File: config.mk
export PLATFORM = sky130hd
export DESIGN_NAME = integer_to_ascii_digits_unit
export DESIGN_NICKNAME = d
export VERILOG_FILES = /design/src/rtl/itad_pkg.sv /design/src/rtl/integer_to_ascii_digits_unit.sv /design/src/rtl/itad_dabble.sv
export SDC_FILE = /design/constraint.sdc
export NUM_CORES = 1
export LEC_CHECK = 0
export BUFFER_PORTS_ARGS = -buffer_cell sky130_fd_sc_hd__clkbuf_2
export CORE_MARGIN = 2
export CORE_UTILIZATION = 24
export DETAILED_ROUTE_END_ITERATION = 12
export PLACE_DENSITY = 0.37
export SLEW_MARGIN = 20
export SYNTH_ARGS = -nofsm -noshare
export SYNTH_HDL_FRONTEND = slang
export SYNTH_HIERARCHICAL = 1
export SYNTH_SLANG_ARGS = --single-unit
File: constraint.sdc
create_clock -name clk -period 2.3 [get_ports clk]
set_input_delay 0.23 -clock clk [delete_from_list [all_inputs] [get_ports clk]]
set_output_delay 0.23 -clock clk [all_outputs]
set_load 0.02 [all_outputs]
File: src/rtl/itad_pkg.sv
`timescale 1ns / 1ps

package itad_pkg;

  localparam int unsigned NUM_W     = 32;
  localparam int unsigned DIGIT_W   = 4;
  localparam int unsigned NUM_DIGITS = 10;
  localparam int unsigned BCD_W     = NUM_DIGITS * DIGIT_W;
  localparam int unsigned BIT_CNT_W = 5;
  localparam int unsigned LEFT_W    = 4;
  localparam int unsigned CHAR_W    = 7;

  localparam logic [BIT_CNT_W-1:0] LAST_BIT      = 5'd31;
  localparam logic [LEFT_W-1:0]    ALL_DIGITS    = 4'd10;
  localparam logic [LEFT_W-1:0]    ONE_DIGIT     = 4'd1;
  localparam logic [DIGIT_W-1:0]   DABBLE_LIMIT  = 4'd5;
  localparam logic [DIGIT_W-1:0]   DABBLE_ADD    = 4'd3;
  localparam logic [DIGIT_W-1:0]   FIRST_LETTER  = 4'd10;
  localparam logic [CHAR_W-1:0]    CHAR_ZERO     = 7'h30;
  localparam logic [CHAR_W-1:0]    CHAR_A_OFFSET = 7'h37;

  typedef enum logic [1:0] {
    ST_IDLE,
    ST_CONV,
    ST_SCAN,
    ST_EMIT
  } state_t;

  typedef struct packed {
    logic load;
    logic hex;
    logic step;
    logic shift;
  } dabble_ctrl_t;

  function automatic logic [CHAR_W-1:0] digit_glyph(input logic [DIGIT_W-1:0] d);
    logic [CHAR_W-1:0] wide;
    wide = {{(CHAR_W-DIGIT_W){1'b0}}, d};
    if (d < FIRST_LETTER) begin
      return CHAR_ZERO + wide;
    end
    return CHAR_A_OFFSET + wide;
  endfunction

endpackage

File: src/rtl/integer_to_ascii_digits_unit.sv
`timescale 1ns / 1ps

// Converts a 32-bit unsigned value to ASCII decimal or hexadecimal digits, most
// significant first, leading zeros dropped, the final digit flagged by
// out_last_digit. A transaction is taken when start is high and busy is low.
// Each digit appears for one cycle with out_valid; the receiver cannot stall, so
// it must take every strobe. Decimal runs a bit-serial shift-and-add-3 pass,
// then scans past leading zeros one digit a cycle, then emits one digit a
// cycle. Hexadecimal skips the shift-and-add-3 pass; both scan and emit from
// the ten-digit shift register.
module integer_to_ascii_digits_unit (
  input  logic                              clk,
  input  logic                              rst_n,
  input  logic                              start,
  output logic                              busy,
  input  logic [itad_pkg::NUM_W-1:0]        in_number,
  input  logic                              in_base_is_hex,
  output logic                              out_valid,
  output logic [itad_pkg::CHAR_W-1:0]       out_digit_char,
  output logic                              out_last_digit
);
  import itad_pkg::*;

  state_t                 state_r;
  state_t                 state_nxt;
  logic [BIT_CNT_W-1:0]   bit_cnt_r;
  logic [BIT_CNT_W-1:0]   bit_cnt_nxt;
  logic [LEFT_W-1:0]      left_r;
  logic [LEFT_W-1:0]      left_nxt;
  dabble_ctrl_t           ctrl;
  logic [DIGIT_W-1:0]     top_digit;
  logic                   accept;

  assign busy   = (state_r != ST_IDLE);
  assign accept = start && !busy;

  itad_dabble u_dabble (
    .clk        (clk),
    .ctrl       (ctrl),
    .load_value (in_number),
    .top_digit  (top_digit)
  );

  always_comb begin
    state_nxt = state_r;
    case (state_r)
      ST_IDLE: begin
        if (accept) begin
          state_nxt = in_base_is_hex ? ST_SCAN : ST_CONV;
        end
      end
      ST_CONV: begin
        if (bit_cnt_r == LAST_BIT) begin
          state_nxt = ST_SCAN;
        end
      end
      ST_SCAN: begin
        if (top_digit != '0 || left_r == ONE_DIGIT) begin
          state_nxt = ST_EMIT;
        end
      end
      ST_EMIT: begin
        if (left_r == ONE_DIGIT) begin
          state_nxt = ST_IDLE;
        end
      end
      default: state_nxt = ST_IDLE;
    endcase
  end

  always_comb begin
    ctrl           = '0;
    out_valid      = 1'b0;
    out_last_digit = 1'b0;
    bit_cnt_nxt    = bit_cnt_r;
    left_nxt       = left_r;
    case (state_r)
      ST_IDLE: begin
        ctrl.load   = accept;
        ctrl.hex    = in_base_is_hex;
        bit_cnt_nxt = '0;
        left_nxt    = ALL_DIGITS;
      end
      ST_CONV: begin
        ctrl.step   = 1'b1;
        bit_cnt_nxt = bit_cnt_r + 1'b1;
      end
      ST_SCAN: begin
        if (top_digit == '0 && left_r != ONE_DIGIT) begin
          ctrl.shift = 1'b1;
          left_nxt   = left_r - 1'b1;
        end
      end
      ST_EMIT: begin
        out_valid      = 1'b1;
        out_last_digit = (left_r == ONE_DIGIT);
        ctrl.shift     = 1'b1;
        left_nxt       = left_r - 1'b1;
      end
      default: begin
        ctrl = '0;
      end
    endcase
  end

  assign out_digit_char = digit_glyph(top_digit);

  always_ff @(posedge clk) begin
    if (!rst_n) begin
      state_r <= ST_IDLE;
    end else begin
      state_r <= state_nxt;
    end
    bit_cnt_r <= bit_cnt_nxt;
    left_r    <= left_nxt;
  end

endmodule

File: src/rtl/itad_dabble.sv
`timescale 1ns / 1ps

module itad_dabble (
  input  logic                                clk,
  input  itad_pkg::dabble_ctrl_t              ctrl,
  input  logic [itad_pkg::NUM_W-1:0]          load_value,
  output logic [itad_pkg::DIGIT_W-1:0]        top_digit
);
  import itad_pkg::*;

  logic [NUM_W-1:0] bin_r;
  logic [NUM_W-1:0] bin_nxt;
  logic [BCD_W-1:0] bcd_r;
  logic [BCD_W-1:0] bcd_nxt;
  logic [BCD_W-1:0] bcd_adj;

  always_comb begin
    for (int i = 0; i < NUM_DIGITS; i++) begin
      if (bcd_r[i*DIGIT_W +: DIGIT_W] >= DABBLE_LIMIT) begin
        bcd_adj[i*DIGIT_W +: DIGIT_W] = bcd_r[i*DIGIT_W +: DIGIT_W] + DABBLE_ADD;
      end else begin
        bcd_adj[i*DIGIT_W +: DIGIT_W] = bcd_r[i*DIGIT_W +: DIGIT_W];
      end
    end
  end

  always_comb begin
    bin_nxt = bin_r;
    bcd_nxt = bcd_r;
    if (ctrl.load) begin
      bin_nxt = load_value;
      if (ctrl.hex) begin
        bcd_nxt = {{(BCD_W-NUM_W){1'b0}}, load_value};
      end else begin
        bcd_nxt = '0;
      end
    end else if (ctrl.step) begin
      bcd_nxt = {bcd_adj[BCD_W-2:0], bin_r[NUM_W-1]};
      bin_nxt = {bin_r[NUM_W-2:0], 1'b0};
    end else if (ctrl.shift) begin
      bcd_nxt = {bcd_r[BCD_W-DIGIT_W-1:0], {DIGIT_W{1'b0}}};
    end
  end

  always_ff @(posedge clk) begin
    bin_r <= bin_nxt;
    bcd_r <= bcd_nxt;
  end

  assign top_digit = bcd_r[BCD_W-1 -: DIGIT_W];

endmodule
After elaboration in Yosys (flattened, before gate mapping). Index checks and enable logic that the tools add are counted.

Reductions and logical operators: 14. Order comparisons: 11. Add/subtract/negate cells: 14. Equal/unequal tests: 11. Muxes and demuxes: 34.

Operator list (number): 40-bit two-way mux (3); 32-bit two-way mux (3); 4-bit by 3-bit >= comparator with 1-bit output (second input constant) (10); 4-bit two-way mux (10); 4-bit by 2-bit adder with 4-bit output (second input constant) (9); 6-bit by 4-bit adder with 7-bit output (first input constant) (2); 7-bit two-way mux (2); 2-bit two-way mux (6); 4-bit one-hot mux with 3 select lines (1); 2-bit inequality test (second input constant) (5); 5-bit one-hot mux with 2 select lines (1); 2-bit one-hot mux with 4 select lines (1); 2-bit nonzero test (3); 3-bit nonzero test (2); 5-bit by 1-bit adder with 5-bit output (second input constant) (1); 5-bit equality test (second input constant) (1); 1-bit two-way mux (5); 2-bit equality test (second input constant) (2); 4-bit by 1-bit equality test with 1-bit output (second input constant) (1); 4-bit zero test (1); 4-bit < comparator (second input constant) (1); 4-bit by 1-bit inequality test with 1-bit output (second input constant) (1); 4-bit AND reduction (1); 4-bit nonzero test (1); other kinds (10) (11).

Output and inout bits: 10. Register bits: 83. Bits of input ports: 36.

Depth between registers and ports, before layout.
Depth in word-level cells: 7. Mapped depth: 9. Depth with buffers taken out: 7.

Modules after synthesis. The synthesis kept the hierarchy.

Modules (own cells, without submodules): itad_dabble (area each 4239.1 µm², instances 1, cells each 367, seq. area each 2162.1 µm²); integer_to_ascii_digits_unit (area each 773.2 µm², instances 1, cells each 77, seq. area each 310.3 µm²).

Worst setup path after synthesis. OpenSTA, ideal clock, no wires.

Path type: register to register. Start point: reg u_dabble.bcd_r[36]. End point: reg u_dabble.bcd_r[0], enable pin. Path slack: -0.183 ns. Library setup time: 0.399 ns. Arrival time: 2.085 ns. Buffers on the path: 1. Cell stages (with the launch flop): 8. Required time: 1.901 ns. Cells stage by stage: edfxtp_1 buf_4 inv_1 ha_1 and4bb_2 nand2_1 nand2_1 or3_1.

RTL lines: start, declared (RTL line itad_dabble.sv:13) `logic [BCD_W-1:0] bcd_r;`; start signal, assigned (RTL line itad_dabble.sv:47) `bcd_r <= bcd_nxt;`.

==> metrics.md <==
| Metric | Value |
|---|---|
| M2 GR Usage | `between 15 and 20%` |
| Met1 usage | `15.2%` |
| Area growth syn-to-layout | `17.0%` |
| Post-CTS Setup Bufs | `0` |
| Initial antenna violation count | `0` |
| Commonest cells after routing, fill and taps aside | `81 x edfxtp_1, 45 x clkbuf_2, 40 x mux2_2` |
| Path depth of the worst reg2reg path | `7` |
| Worst path slowest cell | `or3_2` |
| Initial DRC Count | `213` |
| Syn Inst Count | `444` |
| Adder-cell share of the synthesized area | `7.49%` |
| Fin. max-slew vios | `0` |
| Top-area cell type share of the netlist area | `between 40% and 50%` |
| Fmax | `between 0.4 and 0.5 GHz` |
| Worst path max stage delay | `0.45 ns` |
| RSZ-0062 raised after global routing | `no` |
| PD cells | `1490 nW/um^2` |
| Hold_sp | `rst_n` |
| Outcome | `finished, final reports clean` |
| RR Startpoint | `state_r[0]$_SDFFE_PN0P_` |
| Initial Util | `roughly a quarter` |
| Pleak | `roughly 0.0022 uW` |
| Most frequent CP cell | `nand2_1` |
| Relative slew slack | `between 50% and 60%` |
| Met3 usage | `between 2 and 3%` |
| Largest area contributor in the netlist | `edfxtp_1` |
| Post-Layout Cell Count | `between 700 and 800` |
| Mux cell area share after synthesis | `9.39%` |
| Main synth FF type | `edfxtp_1` |
| Post-synthesis sequential area ratio | `49.3%` |
| Worst R2R Setup Slack | `approximately 0.16 ns` |
| Layout cells sized above 1 | `between 20% and 30%` |
| Clock Path Buffers | `2` |
| Synth cell types | `between 40 and 50` |
| FF+latch count, synth | `83` |
| Hold-fix buffers, CTS | `0` |
| IO buf count | `45` |
| Fin. Hold Viols | `0` |
| Hold Crit Depth | `3` |
| Detailed Routing Iterations Pass 1 | `4` |
| Setup TNS | `0 ns` |
| Delay-heaviest family, CP | `simple AND/OR/NAND/NOR gates` |
| Final setup viols | `0` |
| Dpl ws | `roughly 0.21 ns` |
| Largest net degree at the start of global routing | `41` |
| R2R Path End | `u_dabble/bcd_r[27]$_DFFE_PP_` |
| Grt total ovfl | `0` |
| # IOs | `46` |
| Clock skew | `0.00619 ns` |
| Min Tclk post-route | `2.14 ns` |
| Global-route wire length before repair | `approximately 19000 um` |
| Die Y | `approximately 150 um` |
| Total GRT Usage | `between 10% and 20%` |
| Wire per inst | `15.4 um` |
| Required time of the critical path | `around 2.4 ns` |
| ANT cells | `0` |
| Cts repair resizes | `0` |
| Buffer and inverter count on the worst path | `2` |
| Cell row count | `52` |
| Max-cap violations | `0` |
| Post-Route WL | `between 10000 and 15000 um` |
| WP data arrival | `between 2 and 2.5 ns` |
| Hold-critical path endpoint | `state_r[0]$_SDFFE_PN0P_` |
| H-tree depth | `3` |
| Final period utilization | `93.2%` |
| CP Capture Type | `register` |
| Drc violations | `0` |
| Vias/cell | `around 4.6` |
| CP startpoint kind | `register` |
| CTS tree | `done` |
| Dpl hpwl | `roughly 8000 um` |
| GR peak layer | `met2` |
| Die area | `22100 um^2` |
| Post-synth EDFFs | `81` |
| Vias | `roughly 3500` |
| Commonest non-fill, non-tap cell in the layout | `edfxtp_1` |
| Syn. warnings | `6` |
| Post-DP Area | `5580 um^2` |
| DP Cell Count | `between 700 and 800` |
| Asr flop ratio synth | `0%` |
| Least-Margin Pin Slew | `~0.61 ns` |
| Main combinational cell family by area after synthesis | `simple AND/OR/NAND/NOR gates` |
| Hold Crit Class | `in2reg` |
| Fin util | `approximately 29%` |
| Root Buffer | `clkbuf_16` |
| Ranking of synthesized cells by area | `edfxtp_1 49%, mux2_2 9.0%, ha_1 7.5%, o21ai_0 3.7%, a32oi_1 3.0%` |
| CP cell instances | `inv_1, ha_1, and4bb_2, nand2_1, nand2_1, or3_2, buf_12` |
| Post-synthesis compound-gate area fraction | `roughly an eighth` |
| Final worst slack | `~0.16 ns` |
| Crit path launch | `state_r[0]$_SDFFE_PN0P_` |
| Critical path class | `reg2reg` |
| Worst-Skew Late Latency | `roughly 0.35 ns` |
| Mapped Area | `about 5000 um^2` |
| NumNets Final | `about 560` |
| Total CTS buffers | `9` |
| Mapped Avg Cell Area | `~11 um^2` |
| Worst-path clk slew | `0.06 ns` |
| Mapped Nets | `between 500 and 600` |
| Vias in the first global route | `about 3600` |
| Critical path peak fanout | `40` |
| Post-route ant nets | `0` |
| Core area | `~20000 um^2` |
| XOR/XNOR Fraction of Synth Area | `1.57%` |
| Maximum vdd drop | `~0.00042 V` |
| Post-Synth Simple-Gate Area | `a little over an eighth` |
| Die W | `roughly 150 um` |
| Routability cong. | `between 0.7 and 0.8` |
| Design Area, Final | `around 6000 um^2` |
| CTS sink count | `83` |
==> worst min-delay path: stages <==
cell	delay [ns]
clkbuf_2	0.08
inv_1	0.06
a311oi_1	0.04
==> through the flow <==
stage | hold WS (ns) | total power (uW)
after global placement | 0.466 | 7360
after CTS | 0.101 | 8900
after floorplan | 0.365 | 6210
final | 0.118 | 8740
after detailed placement | 0.471 | 7390
after global routing | 0.115 | 9530
==> area by class of cell <==
type,instances,area (um^2)
clock inverter,5,52.6
fill,2120,14500
clock buffer,11,233
timing repair buffer,59,380
tap,270,338
multi-input combinational,302,2260
sequential,83,2470
inverter,34,128
==> metal layers <==
| metal | wire, um | vias up |
|---|---|---|
| met4 | 167 | 0 |
| met5 | 0 | - |
| met2 | 5420 | 61 |
| met3 | 443 | 10 |
| met1 | 5710 | 1714 |
| li1 | - | 1745 |
==> cell usage after synthesis (2+ instances only) <==
| cell | number |
|---|---|
| o21ai_0 | 37 |
| xor2_1 | 3 |
| edfxtp_1 | 81 |
| and2_1 | 7 |
| a32oi_1 | 17 |
| nand3b_1 | 2 |
| inv_1 | 33 |
| dfxtp_1 | 2 |
| ha_1 | 30 |
| mux2_2 | 40 |
| nor3b_1 | 15 |
| or3_1 | 7 |
| nor3_1 | 2 |
| nand2_1 | 27 |
| o311ai_0 | 2 |
| o22ai_1 | 7 |
| and3_1 | 2 |
| o31a_1 | 2 |
| a21oi_1 | 21 |
| buf_2 | 10 |
| buf_4 | 7 |
| nand2b_1 | 10 |
| nor2b_1 | 2 |
| a311oi_1 | 6 |
| buf_6 | 3 |
| nor2_1 | 13 |
| xnor2_1 | 6 |
| mux2i_1 | 2 |
| clkbuf_1 | 5 |
| nand3_1 | 24 |
| or2_2 | 3 |
==> flip-flops by register name, indices dropped and copies added (netlist names) <==
register	cells
bit_cnt_r	5
left_r	4
state_r	2
u_dabble/bcd_r	40
u_dabble/bin_r	32
==> logic make-up after synthesis <==
family | after synthesis
mux | 42
simple gates | 120
xor+xnor | 9
buf+inv | 59
compound gates | 101
fa+ha+maj | 30
flops | 83
==> worst max path at each step <==
stage | to | slack, ns | cells after the start
4_1_cts | u_dabble/bcd_r[27]$_DFFE_PP_ | 0.17 | 7
3_3_place_gp | u_dabble/bcd_r[18]$_DFFE_PP_ | 0.23 | 7
3_5_place_dp | u_dabble/bcd_r[16]$_DFFE_PP_ | 0.21 | 7
2_1_floorplan | u_dabble/bcd_r[36]$_SDFFCE_PP0P_ | 0.03 | 7
5_1_grt | u_dabble/bcd_r[27]$_DFFE_PP_ | 0.05 | 7
6_report | u_dabble/bcd_r[27]$_DFFE_PP_ | 0.16 | 7
==> power by group <==
part	internal, uW	switching [uW]
Sequential	2880	581
Combinational	1670	2170
Clock	839	599
Total	5400	3350
(Power assumes the default switching activity.)
